<file path="src/design/sdgf_pkg.sv">
// Package: shared constants, codes, state and command/status types for the gap filler.
`default_nettype none
package sdgf_pkg;

	localparam int unsigned MAX_PADDING = 63;
	localparam int unsigned PAD_W       = $clog2(MAX_PADDING + 1);

	localparam int unsigned VALUE_W  = 64;
	localparam int unsigned TIME_W   = 32;
	localparam int unsigned PERIOD_W = 17;
	localparam int unsigned MODE_W   = 2;
	localparam int unsigned CFG_W    = 17;
	localparam int unsigned CFG_IDX_W = 1;

	localparam int unsigned DIV_STEPS = VALUE_W;
	localparam int unsigned DIV_CNT_W = $clog2(DIV_STEPS + 1);

	localparam logic [VALUE_W-1:0]  MARKER_VALUE   = {VALUE_W{1'b1}};
	localparam logic [PERIOD_W-1:0] PERIOD_RESET   = PERIOD_W'(60);
	localparam logic [MODE_W-1:0]   MODE_RESET     = 2'd0;

	localparam logic [MODE_W-1:0] MODE_RAW      = 2'd0;
	localparam logic [MODE_W-1:0] MODE_RATE     = 2'd1;
	localparam logic [MODE_W-1:0] MODE_DELTA    = 2'd2;
	localparam logic [MODE_W-1:0] MODE_UNUSABLE = 2'd3;

	localparam logic [CFG_IDX_W-1:0] CFG_DELTA_MODE    = 1'd0;
	localparam logic [CFG_IDX_W-1:0] CFG_SAMPLE_PERIOD = 1'd1;

	typedef enum logic [2:0] {
		ST_IDLE,
		ST_DECIDE,
		ST_GAP_DIV,
		ST_PAD,
		ST_DELTA,
		ST_DELTA_DIV,
		ST_FINAL
	} state_t;

	typedef struct packed {
		logic load;
		logic gap_div_start;
		logic gap_latch;
		logic pad_emit;
		logic delta_latch;
		logic delta_div_start;
		logic delta_div_latch;
		logic final_emit;
	} cmd_t;

	typedef struct packed {
		logic t_zero;
		logic gap_check;
		logic div_done;
		logic pad_left;
		logic out_free;
		logic need_div;
	} status_t;

endpackage
`default_nettype wire

</file>
<file path="src/design/sdgf_div.sv">
// Radix-2 restoring divider, 64-bit dividend by 32-bit divisor, one quotient bit per cycle.
`default_nettype none
module sdgf_div (
	input  wire logic                         clk,
	input  wire logic                         arst_n,
	input  wire logic                         start,
	input  wire logic [sdgf_pkg::VALUE_W-1:0] dividend,
	input  wire logic [sdgf_pkg::TIME_W-1:0]  divisor,
	output logic                              done,
	output logic [sdgf_pkg::VALUE_W-1:0]      quotient
);

	logic [sdgf_pkg::VALUE_W-1:0]   quo_q;
	logic [sdgf_pkg::TIME_W-1:0]    rem_q;
	logic [sdgf_pkg::TIME_W-1:0]    dvs_q;
	logic [sdgf_pkg::DIV_CNT_W-1:0] cnt_q;
	logic                           done_q;
	logic [sdgf_pkg::TIME_W:0]      trial;
	logic [sdgf_pkg::TIME_W:0]      diff;
	logic                           ge;

	assign trial = {rem_q, quo_q[sdgf_pkg::VALUE_W-1]};
	assign ge    = trial >= {1'b0, dvs_q};
	assign diff  = trial - {1'b0, dvs_q};

	always_ff @(posedge clk or negedge arst_n) begin
		if (!arst_n) begin
			cnt_q  <= '0;
			done_q <= 1'b0;
		end else begin
			done_q <= 1'b0;
			if (start) begin
				cnt_q <= sdgf_pkg::DIV_CNT_W'(sdgf_pkg::DIV_STEPS);
			end else if (cnt_q != '0) begin
				cnt_q  <= cnt_q - 1'b1;
				done_q <= (cnt_q == sdgf_pkg::DIV_CNT_W'(1));
			end
		end
	end

	// operands are captured at start; the divisor is held for the whole division
	always_ff @(posedge clk) begin
		if (start) begin
			quo_q <= dividend;
			rem_q <= '0;
			dvs_q <= divisor;
		end else if (cnt_q != '0) begin
			quo_q <= {quo_q[sdgf_pkg::VALUE_W-2:0], ge};
			rem_q <= ge ? diff[sdgf_pkg::TIME_W-1:0] : trial[sdgf_pkg::TIME_W-1:0];
		end
	end

	assign done     = done_q;
	assign quotient = quo_q;

endmodule
`default_nettype wire

</file>
<file path="src/design/sdgf_datapath.sv">
// Datapath: configuration, series state, gap and delta arithmetic, result register.
`default_nettype none
module sdgf_datapath (
	input  wire logic                           clk,
	input  wire logic                           arst_n,
	input  wire sdgf_pkg::cmd_t                 cmd,
	output sdgf_pkg::status_t                   status,
	input  wire logic                           cfg_we,
	input  wire logic [sdgf_pkg::CFG_IDX_W-1:0] cfg_index,
	input  wire logic [sdgf_pkg::CFG_W-1:0]     cfg_wdata,
	input  wire logic                           series_start,
	input  wire logic [sdgf_pkg::TIME_W-1:0]    sample_time,
	input  wire logic [sdgf_pkg::VALUE_W-1:0]   sample_value,
	output logic                                out_valid,
	input  wire logic                           out_stall,
	output logic [sdgf_pkg::VALUE_W-1:0]        out_value,
	output logic                                is_marker,
	output logic                                is_padding,
	output logic                                pad_capped,
	output logic                                last_of_run
);

	logic [sdgf_pkg::MODE_W-1:0]   delta_mode_q;
	logic [sdgf_pkg::PERIOD_W-1:0] sample_period_q;
	logic [sdgf_pkg::PERIOD_W-1:0] period_eff;

	logic [sdgf_pkg::TIME_W-1:0]  t_q;
	logic [sdgf_pkg::VALUE_W-1:0] v_q;
	logic [sdgf_pkg::TIME_W-1:0]  prev_time_q;
	logic                         have_time_q;
	logic [sdgf_pkg::VALUE_W-1:0] prev_raw_q;
	logic                         prev_valid_q;

	logic [sdgf_pkg::PAD_W-1:0]   pad_cnt_q;
	logic                         capped_q;
	logic                         ok_q;
	logic [sdgf_pkg::VALUE_W-1:0] res_q;

	logic                         out_valid_q;
	logic [sdgf_pkg::VALUE_W-1:0] out_value_q;
	logic                         is_marker_q;
	logic                         is_padding_q;
	logic                         pad_capped_q;
	logic                         last_of_run_q;

	logic                         earlier;
	logic [sdgf_pkg::TIME_W-1:0]  step;
	logic [sdgf_pkg::VALUE_W-1:0] delta;
	logic                         formable;
	logic                         div_start;
	logic [sdgf_pkg::VALUE_W-1:0] div_dividend;
	logic [sdgf_pkg::TIME_W-1:0]  div_divisor;
	logic                         div_done;
	logic [sdgf_pkg::VALUE_W-1:0] quotient;
	logic [sdgf_pkg::VALUE_W-1:0] q_minus1;
	logic                         q_gt1;
	logic                         q_capped;
	logic                         ok_next;
	logic [sdgf_pkg::VALUE_W-1:0] res_next;

	assign period_eff = (sample_period_q == '0) ? sdgf_pkg::PERIOD_W'(1) : sample_period_q;
	assign earlier    = have_time_q && (t_q < prev_time_q);
	assign step       = t_q - prev_time_q;
	assign delta      = v_q - prev_raw_q;
	assign formable   = prev_valid_q && (prev_raw_q <= v_q);

	assign div_start    = cmd.gap_div_start || cmd.delta_div_start;
	assign div_dividend = cmd.delta_div_start ? delta : sdgf_pkg::VALUE_W'(step);
	assign div_divisor  = cmd.delta_div_start ? step : sdgf_pkg::TIME_W'(period_eff);

	sdgf_div u_div (
		.clk      (clk),
		.arst_n   (arst_n),
		.start    (div_start),
		.dividend (div_dividend),
		.divisor  (div_divisor),
		.done     (div_done),
		.quotient (quotient)
	);

	assign q_gt1    = quotient > sdgf_pkg::VALUE_W'(1);
	assign q_capped = quotient > sdgf_pkg::VALUE_W'(sdgf_pkg::MAX_PADDING + 1);
	assign q_minus1 = quotient - 1'b1;

	always_comb begin
		ok_next  = 1'b0;
		res_next = v_q;
		unique case (delta_mode_q)
			sdgf_pkg::MODE_RAW: begin
				ok_next  = 1'b1;
				res_next = v_q;
			end
			sdgf_pkg::MODE_RATE: begin
				ok_next  = formable && have_time_q && (step != '0);
				res_next = delta;
			end
			sdgf_pkg::MODE_DELTA: begin
				ok_next  = formable;
				res_next = delta;
			end
			sdgf_pkg::MODE_UNUSABLE: begin
				ok_next  = 1'b0;
				res_next = v_q;
			end
			default: begin
				ok_next  = 1'b0;
				res_next = v_q;
			end
		endcase
		if (earlier) begin
			ok_next = 1'b0;
		end
	end

	always_comb begin
		status.t_zero    = (t_q == '0);
		status.gap_check = have_time_q && !earlier;
		status.div_done  = div_done;
		status.pad_left  = (pad_cnt_q != '0);
		status.out_free  = !out_valid_q || !out_stall;
		status.need_div  = ok_next && (delta_mode_q == sdgf_pkg::MODE_RATE);
	end

	// configuration and series state
	always_ff @(posedge clk or negedge arst_n) begin
		if (!arst_n) begin
			delta_mode_q    <= sdgf_pkg::MODE_RESET;
			sample_period_q <= sdgf_pkg::PERIOD_RESET;
			have_time_q     <= 1'b0;
			prev_valid_q    <= 1'b0;
			prev_time_q     <= '0;
			prev_raw_q      <= '0;
			out_valid_q     <= 1'b0;
		end else begin
			if (cfg_we) begin
				unique case (cfg_index)
					sdgf_pkg::CFG_DELTA_MODE:
						delta_mode_q <= cfg_wdata[sdgf_pkg::MODE_W-1:0];
					sdgf_pkg::CFG_SAMPLE_PERIOD:
						sample_period_q <= cfg_wdata[sdgf_pkg::PERIOD_W-1:0];
					default: ;
				endcase
			end
			if (cmd.load && series_start) begin
				have_time_q  <= 1'b0;
				prev_valid_q <= 1'b0;
			end
			if (cmd.gap_latch && q_gt1) begin
				prev_valid_q <= 1'b0;
			end
			if (cmd.final_emit) begin
				prev_time_q  <= t_q;
				have_time_q  <= 1'b1;
				prev_valid_q <= ok_q;
				if (ok_q) begin
					prev_raw_q <= v_q;
				end
			end
			if (cmd.pad_emit || cmd.final_emit) begin
				out_valid_q <= 1'b1;
			end else if (!out_stall) begin
				out_valid_q <= 1'b0;
			end
		end
	end

	// per-transaction working registers and result register
	always_ff @(posedge clk) begin
		if (cmd.load) begin
			t_q       <= sample_time;
			v_q       <= sample_value;
			pad_cnt_q <= '0;
			capped_q  <= 1'b0;
		end
		if (cmd.gap_latch && q_gt1) begin
			capped_q  <= q_capped;
			pad_cnt_q <= q_capped ? sdgf_pkg::PAD_W'(sdgf_pkg::MAX_PADDING)
			                      : q_minus1[sdgf_pkg::PAD_W-1:0];
		end
		if (cmd.pad_emit) begin
			pad_cnt_q <= pad_cnt_q - 1'b1;
		end
		if (cmd.delta_latch) begin
			ok_q  <= ok_next;
			res_q <= res_next;
		end
		if (cmd.delta_div_latch) begin
			res_q <= quotient;
		end
		if (cmd.pad_emit) begin
			out_value_q   <= sdgf_pkg::MARKER_VALUE;
			is_marker_q   <= 1'b1;
			is_padding_q  <= 1'b1;
			pad_capped_q  <= capped_q;
			last_of_run_q <= 1'b0;
		end else if (cmd.final_emit) begin
			out_value_q   <= ok_q ? res_q : sdgf_pkg::MARKER_VALUE;
			is_marker_q   <= !ok_q;
			is_padding_q  <= 1'b0;
			pad_capped_q  <= capped_q;
			last_of_run_q <= 1'b1;
		end
	end

	assign out_valid   = out_valid_q;
	assign out_value   = out_value_q;
	assign is_marker   = is_marker_q;
	assign is_padding  = is_padding_q;
	assign pad_capped  = pad_capped_q;
	assign last_of_run = last_of_run_q;

endmodule
`default_nettype wire

</file>
<file path="src/design/sdgf_ctrl.sv">
// Controller: sequences load, gap division, padding, delta and final result.
`default_nettype none
module sdgf_ctrl (
	input  wire logic              clk,
	input  wire logic              arst_n,
	input  wire logic              in_valid,
	output logic                   in_stall,
	input  wire sdgf_pkg::status_t status,
	output sdgf_pkg::cmd_t         cmd
);

	sdgf_pkg::state_t state_q;
	sdgf_pkg::state_t state_next;

	always_ff @(posedge clk or negedge arst_n) begin
		if (!arst_n) begin
			state_q <= sdgf_pkg::ST_IDLE;
		end else begin
			state_q <= state_next;
		end
	end

	always_comb begin
		state_next = state_q;
		unique case (state_q)
			sdgf_pkg::ST_IDLE: begin
				if (in_valid) state_next = sdgf_pkg::ST_DECIDE;
			end
			sdgf_pkg::ST_DECIDE: begin
				if (status.t_zero) state_next = sdgf_pkg::ST_IDLE;
				else if (status.gap_check) state_next = sdgf_pkg::ST_GAP_DIV;
				else state_next = sdgf_pkg::ST_DELTA;
			end
			sdgf_pkg::ST_GAP_DIV: begin
				if (status.div_done) state_next = sdgf_pkg::ST_PAD;
			end
			sdgf_pkg::ST_PAD: begin
				if (!status.pad_left) state_next = sdgf_pkg::ST_DELTA;
			end
			sdgf_pkg::ST_DELTA: begin
				if (status.need_div) state_next = sdgf_pkg::ST_DELTA_DIV;
				else state_next = sdgf_pkg::ST_FINAL;
			end
			sdgf_pkg::ST_DELTA_DIV: begin
				if (status.div_done) state_next = sdgf_pkg::ST_FINAL;
			end
			sdgf_pkg::ST_FINAL: begin
				if (status.out_free) state_next = sdgf_pkg::ST_IDLE;
			end
			default: state_next = sdgf_pkg::ST_IDLE;
		endcase
	end

	always_comb begin
		cmd      = '0;
		in_stall = 1'b1;
		unique case (state_q)
			sdgf_pkg::ST_IDLE: begin
				in_stall = 1'b0;
				cmd.load = in_valid;
			end
			sdgf_pkg::ST_DECIDE: begin
				cmd.gap_div_start = !status.t_zero && status.gap_check;
			end
			sdgf_pkg::ST_GAP_DIV: begin
				cmd.gap_latch = status.div_done;
			end
			sdgf_pkg::ST_PAD: begin
				cmd.pad_emit = status.pad_left && status.out_free;
			end
			sdgf_pkg::ST_DELTA: begin
				cmd.delta_latch     = 1'b1;
				cmd.delta_div_start = status.need_div;
			end
			sdgf_pkg::ST_DELTA_DIV: begin
				cmd.delta_div_latch = status.div_done;
			end
			sdgf_pkg::ST_FINAL: begin
				cmd.final_emit = status.out_free;
			end
			default: ;
		endcase
	end

endmodule
`default_nettype wire

</file>
<file path="src/design/sample_delta_gap_filler.sv">
// Top level: sample delta stage with gap padding markers.
// One sample transaction is taken at a time. A sample with zero time gives no result.
// Otherwise a sample runs the gap division and the padding check (when a previous time
// exists and the new time is not earlier), then emits its padding markers (0 to
// MAX_PADDING), then runs the delta step, with a second division in rate mode when the rate
// is formed, and then emits its final result. Both divisions run on one shared radix-2
// divider that retires one quotient bit per cycle. Results leave through an output
// register, so a final result may wait there while the next sample is taken; a stalled
// output holds back padding and final results.
`default_nettype none
module sample_delta_gap_filler (
	input  wire logic                           clk,
	input  wire logic                           arst_n,
	input  wire logic                           cfg_we,
	input  wire logic [sdgf_pkg::CFG_IDX_W-1:0] cfg_index,
	input  wire logic [sdgf_pkg::CFG_W-1:0]     cfg_wdata,
	input  wire logic                           in_valid,
	output logic                                in_stall,
	input  wire logic                           series_start,
	input  wire logic [sdgf_pkg::TIME_W-1:0]    sample_time,
	input  wire logic [sdgf_pkg::VALUE_W-1:0]   sample_value,
	output logic                                out_valid,
	input  wire logic                           out_stall,
	output logic [sdgf_pkg::VALUE_W-1:0]        out_value,
	output logic                                is_marker,
	output logic                                is_padding,
	output logic                                pad_capped,
	output logic                                last_of_run
);

	sdgf_pkg::cmd_t    cmd;
	sdgf_pkg::status_t status;

	sdgf_ctrl u_ctrl (
		.clk      (clk),
		.arst_n   (arst_n),
		.in_valid (in_valid),
		.in_stall (in_stall),
		.status   (status),
		.cmd      (cmd)
	);

	sdgf_datapath u_dp (
		.clk          (clk),
		.arst_n       (arst_n),
		.cmd          (cmd),
		.status       (status),
		.cfg_we       (cfg_we),
		.cfg_index    (cfg_index),
		.cfg_wdata    (cfg_wdata),
		.series_start (series_start),
		.sample_time  (sample_time),
		.sample_value (sample_value),
		.out_valid    (out_valid),
		.out_stall    (out_stall),
		.out_value    (out_value),
		.is_marker    (is_marker),
		.is_padding   (is_padding),
		.pad_capped   (pad_capped),
		.last_of_run  (last_of_run)
	);

endmodule
`default_nettype wire
</file>
<file path="config.mk">
export PLATFORM = sky130hd
export DESIGN_NAME = sample_delta_gap_filler
export DESIGN_NICKNAME = d
export VERILOG_FILES = /design/src/design/sdgf_pkg.sv /design/src/design/sdgf_div.sv /design/src/design/sdgf_datapath.sv /design/src/design/sdgf_ctrl.sv /design/src/design/sample_delta_gap_filler.sv
export SDC_FILE = /design/constraint.sdc
export NUM_CORES = 1
export LEC_CHECK = 0
export BUFFER_PORTS_ARGS = -buffer_cell sky130_fd_sc_hd__clkbuf_2
export CORE_MARGIN = 2
export CORE_UTILIZATION = 43
export CTS_CLUSTER_SIZE = 16
export DETAILED_ROUTE_END_ITERATION = 10
export SLEW_MARGIN = 20
export SYNTH_ARGS = -nofsm -noshare
export SYNTH_HDL_FRONTEND = slang
export SYNTH_SLANG_ARGS = --single-unit
</file>
<file path="constraint.sdc">
create_clock -name clk -period 15.6 [get_ports clk]
set_input_delay 0.78 -clock clk [delete_from_list [all_inputs] [get_ports clk]]
set_output_delay 0.78 -clock clk [all_outputs]
set_load 0.1 [all_outputs]
</file>
# --- Yosys cells after proc, flatten, opt, wreduce, memory -nomap -nowiden ---
# Index checks and enable logic that the tools add are counted.
classes:
  eq_ne: 16
  bitwise_logic: 1
  n_reduce_logical: 38
  n_mux: 47
  magnitude_cmp: 5
  addsub: 6
ops:
  columns: ["op", "count"]
  rows:
  - ["64-bit 2-to-1 mux", 6]
  - ["64-bit one-hot mux with 2 select lines", 1]
  - ["64-bit by 1-bit > comparator with 1-bit output, second input constant", 1]
  - ["64-bit by 7-bit > comparator with 1-bit output, second input constant", 1]
  - ["64-bit <= comparator", 1]
  - ["32-bit subtractor", 2]
  - ["64-bit subtractor", 1]
  - ["17-bit 2-to-1 mux", 2]
  - ["33-bit by 32-bit greater-or-equal comparator with 1-bit output", 1]
  - ["32-bit zero test", 1]
  - ["32-bit less-than comparator", 1]
  - ["32-bit 2-to-1 mux", 1]
  - ["32-bit nonzero test", 1]
  - ["6-bit 2-to-1 mux", 4]
  - ["3-bit 2-to-1 mux", 7]
  - ["3-bit one-hot mux with 7 select lines", 1]
  - ["1-bit 2-to-1 mux", 20]
  - ["17-bit zero test", 1]
  - ["7-bit 2-to-1 mux", 2]
  - ["6-bit by 1-bit subtractor with 6-bit output, second input constant", 2]
  - ["1-bit logical AND", 10]
  - ["2-bit nonzero test", 5]
  - ["3-bit equality test, second input constant", 3]
  - ["2-bit by 1-bit != test with 1-bit output, second input constant", 4]
  - ["20 further kinds", 34]
word_totals:
  regBits: 493
  input_bits: 120
  output_inout_bits: 70
  wordCells: 138

# --- Depth between registers and ports, before layout ---
# Gate-level depths: netlist of the first run.
depth:
  word_depth: 10
  ltp_mapped: 19

# --- Modules after synthesis ---
# Synthesis of the first run repeated with hierarchy kept, for this count alone.
hier_totals:
  cells_unflattened: 2803
  area_unflattened_um2: 28492.3
modules_own_cells:
  columns: ["mod", "seq_area_each_um2", "area_each_um2", "cells_per_inst", "instances"]
  rows:
  - ["sdgf_datapath", 9374.0, 20852.5, 2092, 1]
  - ["sdgf_div", 3723.6, 7332.0, 669, 1]
  - ["sdgf_ctrl", 75.1, 307.8, 42, 1]

# --- Worst setup path after synthesis of the first run ---
# OpenSTA, ideal clock, no wires.
synth_timing:
  path_kind: "input port to flip-flop"
  from: "input in_valid"
  to: "register u_dp.pad_cnt_q[0] in the netlist's numbering (enable)"
  slack_ns: 6.848
  path_buffers: 0
  arrival_ns: 8.430
  setup_time_ns: 0.322
  stages: 4
  required_time_ns: 15.278
  path_cell_list: "nand2b_1 nor3_1 or2_2 nand2b_1"
synth_lines:
  columns: ["element", "line", "text"]
  rows:
  - ["from (decl)", "sample_delta_gap_filler.sv:17", "input wire logic in_valid,"]
  - ["to (signal assigned)", "sdgf_datapath.sv:177", "pad_cnt_q <= q_capped ? sdgf_pkg::PAD_W'(sdgf_pkg::MAX_PADDING)"]
  - ["to (signal assigned)", "sdgf_datapath.sv:181", "pad_cnt_q <= pad_cnt_q - 1'b1;"]
  - ["to (decl)", "sdgf_datapath.sv:34", "logic [sdgf_pkg::PAD_W-1:0] pad_cnt_q;"]

# --- Worst setup path after layout of the first run ---
layout_timing:
  from: "register u_dp.t_q[0] in the netlist's numbering"
  to: "register u_dp.u_div.quo_q, in the netlist u_dp.u_div.quotient[44] (data pin)"
layout_between:
  elab_chain_len: 9
  word_cells_on_any_way: 18
  classes_between: "add/sub: 1; order compare: 1; mux: 6; reduce/logical: 10"
layout_rtl:
  columns: ["element", "line", "text"]
  rows:
  - ["from (decl)", "sdgf_datapath.sv:27", "logic [sdgf_pkg::TIME_W-1:0] t_q;"]
  - ["from (signal assigned)", "sdgf_datapath.sv:170", "t_q <= sample_time;"]
  - ["32-bit subtractor", "sdgf_datapath.sv:63", "assign step = t_q - prev_time_q;"]
  - ["32-bit nonzero test", "sdgf_datapath.sv:94", "ok_next = formable && have_time_q && (step != '0);"]
  - ["1-bit logical AND", "sdgf_datapath.sv:94", null]
  - ["1-bit one-hot mux with 4 select lines", "sdgf_datapath.sv:88", "unique case (delta_mode_q)"]
  - ["1-bit 2-to-1 mux", "sdgf_datapath.sv:110", "if (earlier) begin"]
  - ["1-bit logical AND", "sdgf_datapath.sv:121", "status.need_div = ok_next && (delta_mode_q == sdgf_pkg::MODE_RATE);"]
  - ["2-bit 2-to-1 mux", "sdgf_ctrl.sv:57", "unique case (state_q)"]
  - ["64-bit 2-to-1 mux / 1-bit logical OR (equally long branches)", "sdgf_datapath.sv:68, sdgf_datapath.sv:67", null]
  - ["64-bit 2-to-1 mux *", "sdgf_div.sv:43", "if (start) begin"]
  - ["to (signal assigned)", "sdgf_div.sv:44", "quo_q <= dividend;"]
  - ["to (signal assigned)", "sdgf_div.sv:48", "quo_q <= {quo_q[sdgf_pkg::VALUE_W-2:0], ge};"]
  - ["to (decl)", "sdgf_div.sv:13", "logic [sdgf_pkg::VALUE_W-1:0] quo_q;"]
# Every way passes the cells marked *; elsewhere a longest branch is shown, timed or not.
# A chain may end at the register's enable or synchronous reset.

==> results of run 1 <==
==> stage by stage <==
| step | instances | power [uW] |
|---|---|---|
| floorplan | 2746 | 5177 |
| global placement | 3670 | 6192 |
| detailed placement | 3670 | 6257 |
| CTS | 3774 | 7677 |
| global route | 3774 | 8186 |
| finish | 3774 | 7675 |
==> cell usage in the layout (no fill, tap or decap), drive strengths merged, types with 30 or more instances in the layout <==
cell	count
a21oi	176
clkbuf	255
inv	199
o21ai	223
dfxtp	99
nand2b	30
edfxtp	265
dfrtp	125
a21o	69
xor2	39
nor3	40
mux2i	78
nand3	92
o22a	64
o211a	31
nor4	36
ha	137
o211ai	35
nor2	142
xnor2	66
nand2	281
mux2	94
==> routing by layer <==
metal  wire [um]  up-vias  part of all wire  track usage
met5           0        -                 0            0
met1       35990    10331              0.46       0.3312
li1            -    10273                 -            -
met4        1854        0             0.024      0.05992
met3        4417      103             0.057      0.03586
met2       35330      595              0.46       0.3712
==> cell families (layout without fill, tap and decap cells) <==
family / Yosys count / in the layout / synth area share
mux: 172 / 172 / 0.06690
xor+xnor: 105 / 105 / 0.03345
flops: 493 / 493 / 0.4791
fa+ha+maj: 140 / 140 / 0.06453
simple gates: 757 / 757 / 0.1303
buf+inv: 326 / 508 / 0.04692
compound gates: 753 / 753 / 0.1788
==> area by class of cell <==
type | count | area (um2)
Timing Repair Buffer | 207 | 1087
Fill cell | 5845 | 32080
Clock buffer | 67 | 1473
Sequential cell | 493 | 13170
Clock inverter | 37 | 480.5
Tap cell | 846 | 1059
Multi-Input combinational cell | 1927 | 13110
Inverter | 197 | 739.5
==> power by group <==
| group | switching (uW) | internal [uW] |
|---|---|---|
| clock network | 549 | 841 |
| logic | 2580 | 1400 |
| registers | 339 | 1970 |
| total | 3460 | 4210 |
==> registers in the layout, indices dropped and copies added (netlist names), 2 cells and up <==
signal                cells
u_dp.prev_time_q         32
u_dp.out_value           64
u_dp.u_div.quotient      64
u_ctrl.state_q            3
u_dp.prev_raw_q          64
u_dp.u_div.dvs_q         32
u_dp.u_div.rem_q         32
u_dp.v_q                 64
u_dp.res_q               64
u_dp.u_div.cnt_q          7
u_dp.delta_mode_q         2
u_dp.sample_period_q     17
u_dp.t_q                 32
u_dp.pad_cnt_q            6
==> worst paths after layout <==
path	startpoint	endpoint	cells past startpoint
max	u_dp.t_q[0]	u_dp.u_div.quotient[44]	18
min	arst_n	u_dp.prev_time_q[21]	1
max reg2reg	u_dp.t_q[0]	u_dp.u_div.quotient[44]	18
min reg2reg	u_dp.res_q[53]	u_dp.out_value[53]	1
max in group asynchronous	arst_n	u_dp.prev_raw_q[59]	2
min in group clk	sample_time[28]	u_dp.t_q[28]	1
==> critical path, delay by kind of cell, from the launching register on <==
kind / cells / cell delay (ps)
AOI/OAI and AO/OA: 8 / 2420
buffers and inverters: 3 / 1290
adders and majority gates: 2 / 630
and+or+nand+nor: 5 / 850
DFF: 1 / 390
==> summary.md, run 1 <==
| Metric | Value |
|---|---|
| Fin worst setup slack | 9684 ps |
| Synth top area cells | edfxtp_1 (29%), dfrtp_1 (11%), dfxtp_1 (7.2%) |
| Pwr dens | 246.6 mW/mm2 |
| Top-area cell type share of the netlist area | 0.2894 |
| Total CTS buffers | 55 |
| FP Rows | 92 |
| Post-Place Cell Area | 0.02917 mm2 |
| Largest net degree at the start of global routing | 89 |
| Maximum fanout along the worst path | 88 |
| Via/cell ratio | 5.644 |
| Final worst-path cycle share | 0.3792 |
| CP Launch Type | flop |
| Status | complete, no violations |
| Nets@finish | 3141 |
| Sequential area share after synthesis | 0.4791 |
| Wire length of the first global-routing pass | 121.7 mm |
| Synthesized area per cell | 10.01 um2 |
| H-tree levels | 2 |
| Utilization after layout | 0.4924 |
| Crit path cell chain | inv_1 > ha_1 > fa_1 > nor2b_1 > o31a_1 > o41ai_2 > a211oi_1 > o21ai_0 > a21boi_0 > nand4b_1 > a2111oi_2 > nand4_1 > a31oi_1 > nand3b_1 > buf_4 > buf_4 > nor2b_1 > a31o_2 |
| Vias | 21302 |
| Cts repair resizes | 0 |
| Io pins | 190 |
| Max-cap violations | 0 |
| Core area | 0.06320 mm2 |
| Die height | 256.9 um |
| GR Util All Layers | 0.2328 |
| Yosys top cell by area | edfxtp_1 |
| Post-synth net total | 3006 |
| F_max | 0.1690 GHz |
| Share of layout cells above drive strength 1 | 0.1462 |
| Initial DRC count | 1849 |
| Root Driver | clkbuf_16 |
| Post-Syn Instances | 2746 |
| Total grt overflow | 0 |
| # Post-CTS Setup Buffers | 0 |
| Minimum clock period | 5916 ps |
| Post-synth cell types | 80 |
| Initial Util | 0.4351 |
| Port bufs | 189 |
| Die X | 256.9 um |
| Final setup TNS | 0 ps |
| Clock transition at path regs | 60 ps |
| Area added between synthesis and finish | 13.19% |
| Post-synth ARST share | 0.2617 |
| Worst slack, placed | 9732 ps |
| Top FF cell, synth | edfxtp_1 |
| GPL Wtd Cong | 0.9231 |
| Synthesized flop and latch total | 493 |
| Post-route ant nets | 0 |
| Vias in the first global route | 21063 |
| Crit Path Category | flop to flop |
| Setup crit end kind | flop |
| Post-DP HPWL | 57.40 mm |
| Slew @ Worst Pin | 1062 ps |
| Routed Wire Length | 77.59 mm |
| Largest stage delay, worst path | 830 ps |
| Unrepaired setup endpoints after global routing | no |
| Setup Skew | 23.97 ps |
| Synth warn | 0 |
| Synth cell count leaders | nand2_1 (281), edfxtp_1 (265), o21ai_0 (214), inv_1 (197), a21oi_1 (176) |
| R2r setup slk | 9680 ps |
| Critical path data required time | 15970 ps |
| VDD IR max | 0.0001399 V |
| Total die area | 0.06598 mm2 |
| DR WL/cell | 20.56 um |
| Synthesized cell area | 0.02749 mm2 |
| CTS tree | done |
| Design area | 0.03112 mm2 |
| Cell with the most instances after synthesis | nand2_1 |
| Drt first pass iters | 5 |
| Cts hold-fix bufs | 0 |
| Worst Hold Class | input pin to asynchronous set/reset pin |
| Max-Slew Margin vs Limit | 0.2923 |
| Number of antenna violations at the first check in global routing | 1 |
| Static leakage | 0.01326 uW |
| Count of final setup violators | 0 |
| Crit path arrival time | 6290 ps |
| Number of flops mapped to enable cells by yosys | 265 |
| Residual DRC count | 0 |
| Hold Fails Final Rpt | 0 |
| Final Max Tran Viols | 0 |
| CP max stage cell | buf_4 |
| Worst-Skew Late Latency | 620 ps |
| Clock Sink Count | 493 |
| Worst-case hold slack | 173.4 ps |
| Antenna diodes | 0 |
| Bufs on Longest Clock Path | 3 |
(Power assumes the default switching activity.)
==> run 2: changes to the inputs <==
- clock period: 15.6 -> 5.6 ns (I/O delays scaled with it)
==> run 2 against run 1 <==
  * Global-route usage down 0.17 points
  * Critical path depth down 3
  * Worst setup slack got worse by 9000 ps
  * Largest cell class unchanged
==> summary.md, run 2 (synthesis results as in run 1) <==
| Metric | Value |
|---|---|
| Initial Util | 0.4351 (unchanged) |
| Post-route ant nets | 0 (unchanged) |
| R2r setup slk | 640 ps (was 9680 ps) |
| Filler cells | 5748 (was 5845) |
| Clock Sink Count | 493 (unchanged) |
| Total die area | 0.06598 mm2 (unchanged) |
| Maximum fanout along the worst path | 88 (unchanged) |
| Worst Hold Class | input pin to flop (was input pin to asynchronous set/reset pin) |
| Vias in the first global route | 21512 (was 21063) |
| Io pins | 190 (unchanged) |
| VDD IR max | 0.0004509 V (was 0.0001399 V) |
| GRT met1 Usage | 0.3183 (was 0.3312) |
| # Post-CTS Setup Buffers | 0 (unchanged) |
| GPL Wtd Cong | 0.9200 (was 0.9231) |
| Die height | 256.9 um (unchanged) |
| CP Launch Type | flop (unchanged) |
| Register-to-Register Path Depth | 15 (was 18) |
| Met3 Track Usage GR | 0.04098 (was 0.03586) |
| Status | complete, no violations (unchanged) |
| Final Max Tran Viols | 0 (unchanged) |
| Initial DRC count | 1915 (was 1849) |
| Commonest cells after routing, fill and taps aside | nand2_1 (278), edfxtp_1 (265), o21ai_0 (214), inv_1 (197), clkbuf_2 (188) (was nand2_1 (278), edfxtp_1 (265), o21ai_0 (214), inv_1 (196), clkbuf_2 (188)) |
| Wire length of the first global-routing pass | 120.9 mm (was 121.7 mm) |
| Most common cell after layout, fill and taps aside | nand2_1 (unchanged) |
| Crit path arrival time | 5320 ps (was 6290 ps) |
| Core area | 0.06320 mm2 (unchanged) |
| Bufs on Longest Clock Path | 3 (unchanged) |
| Setup Skew | 28.07 ps (was 23.97 ps) |
| Met2 Use GR | 0.3674 (was 0.3712) |
| Critical Path Stages | 15 (was 18) |
| Drt first pass iters | 6 (was 5) |
| FP Rows | 92 (unchanged) |
| Critical path's most frequent cell | o21ai_0 |
| Via/cell ratio | 5.603 (was 5.644) |
| Static leakage | 0.01375 uW (was 0.01326 uW) |
| Max-cap violations | 0 (unchanged) |
| Die X | 256.9 um (unchanged) |
| Vias | 21824 (was 21302) |
| GRT busiest layer | met2 (unchanged) |
| Number of antenna violations at the first check in global routing | 2 (was 1) |
| Final worst-path cycle share | 0.8866 (was 0.3792) |
| Critical path data required time | 5960 ps (was 15970 ps) |
| FF/Latch Area | 0.01317 mm2 (unchanged) |
| F_max | 0.2014 GHz (was 0.1690 GHz) |
| Unrepaired setup endpoints after global routing | no (unchanged) |
| Largest net degree at the start of global routing | 111 (was 89) |
| Multi-input gate area | 0.01312 mm2 (was 0.01311 mm2) |
| Pwr dens | 659.2 mW/mm2 (was 246.6 mW/mm2) |
| Total grt overflow | 0 (unchanged) |
| Worst-Skew Late Latency | 620 ps (about the same) |
| Setup crit end kind | flop (unchanged) |
| Max-Slew Margin vs Limit | 0.2966 (was 0.2923) |
| CP max stage cell | a2111oi_0 (was buf_4) |
| Worst Hold Path Cells | 3 |
| Total power | 21290 uW (was 7675 uW) |
| Clock transition at path regs | 60 ps (about the same) |
| Total CTS buffers | 54 (was 55) |
| Port bufs | 189 (unchanged) |
| Count of final setup violators | 0 (unchanged) |
| Crit Path Category | flop to flop (unchanged) |
| Slew @ Worst Pin | 1055 ps (was 1062 ps) |
| Nets@finish | 3262 (was 3141) |
| Top delay family on crit path | compound AO/OA/AOI/OAI gates (unchanged) |
| Final setup TNS | 0 ps (unchanged) |
| Hold Fails Final Rpt | 0 (unchanged) |
| Minimum clock period | 4965 ps (was 5916 ps) |
| Share of layout cells above drive strength 1 | 0.1441 (was 0.1462) |
| GR Util All Layers | 0.2311 (was 0.2328) |
| Crit path cell chain | inv_1 > ha_1 > o21ai_0 > a21boi_0 > o41a_1 > o21ai_2 > a2111oi_0 > o21ai_0 > a221o_1 > a2111oi_2 > nand4_1 > a31oi_1 > nand3b_1 > buf_12 > mux2_1 (was inv_1 > ha_1 > fa_1 > nor2b_1 > o31a_1 > o41ai_2 > a211oi_1 > o21ai_0 > a21boi_0 > nand4b_1 > a2111oi_2 > nand4_1 > a31oi_1 > nand3b_1 > buf_4 > buf_4 > nor2b_1 > a31o_2) |
| Largest stage delay, worst path | 750 ps (was 830 ps) |
| DR WL/cell | 19.78 um (was 20.56 um) |
| CTS tree | done (unchanged) |
| Post-DP HPWL | 56.09 mm (was 57.40 mm) |
| Area added between synthesis and finish | 17.50% (was 13.19%) |
| Bufs and invs on worst path | 2 (was 3) |
| H-tree levels | 2 (unchanged) |
| Root Driver | clkbuf_16 (unchanged) |
| Routed Wire Length | 77.06 mm (was 77.59 mm) |
| Residual DRC count | 0 (unchanged) |
-- run 2: through the flow --
step,setup slack [ps],util,instance area (um2),std cells,hold slack (ps)
floorplan,38.46,-,27500,2746,-15.59
global placement,900.3,0.4629,29250,3678,382.0
detailed placement,741.3,0.4629,29250,3678,384.7
CTS,722.4,0.5109,32290,3893,17.87
global route,236.5,0.5111,32300,3893,64.44
finish,635.2,0.5112,32300,3895,63.68
-- run 2: area by class of cell --
type	count	area share
antenna	2	0.0001549
multi-input combinational	1927	0.4061
clock inverter	39	0.01297
inverter	197	0.02289
timing repair buffer	329	0.07173
clock buffer	62	0.04566
sequential	493	0.4078
tap	846	0.03277
-- run 2: repair_timing --
action,CTS,global route
hold buffers,114,0
gates resized for setup,0,0
hold endpoints to repair,188,0
-- run 2: worst paths after layout --
path / from / to
max in group asynchronous: arst_n / u_dp.prev_time_q[4]
worst max-delay path: u_dp.prev_time_q[4] / u_dp.u_div.dvs_q[8]
min in group asynchronous: arst_n / u_dp.prev_time_q[19]
worst max register to register: u_dp.prev_time_q[4] / u_dp.u_div.dvs_q[8]
worst min register to register: u_dp.res_q[59] / u_dp.out_value[59]
worst min-delay path: cfg_index / u_dp.delta_mode_q[1]
-- run 2: report_power, final --
| group | internal, uW | switching (uW) | total [uW] |
|---|---|---|---|
| clock | 2190 | 1570 | 3760 |
| combinational | 3990 | 7120 | 11100 |
| sequential | 5490 | 941 | 6430 |
| total | 11700 | 9630 | 21300 |
-- run 2: worst reg2reg max path: cells and delay by family (launching register included) --
family,cells,cell delay [ps]
AOI/OAI and AO/OA,9,2720
adders and majority gates,1,340
buffers and inverters,2,440
DFF,1,360
muxes,1,400
and+or+nand+nor,2,460
-- run 2: metal layers --
metal  wire length, um  up-vias
met3              4567      143
met4              2654        4
met2             34920      632
met5                27        -
li1                  -    10530
met1             34900    10515
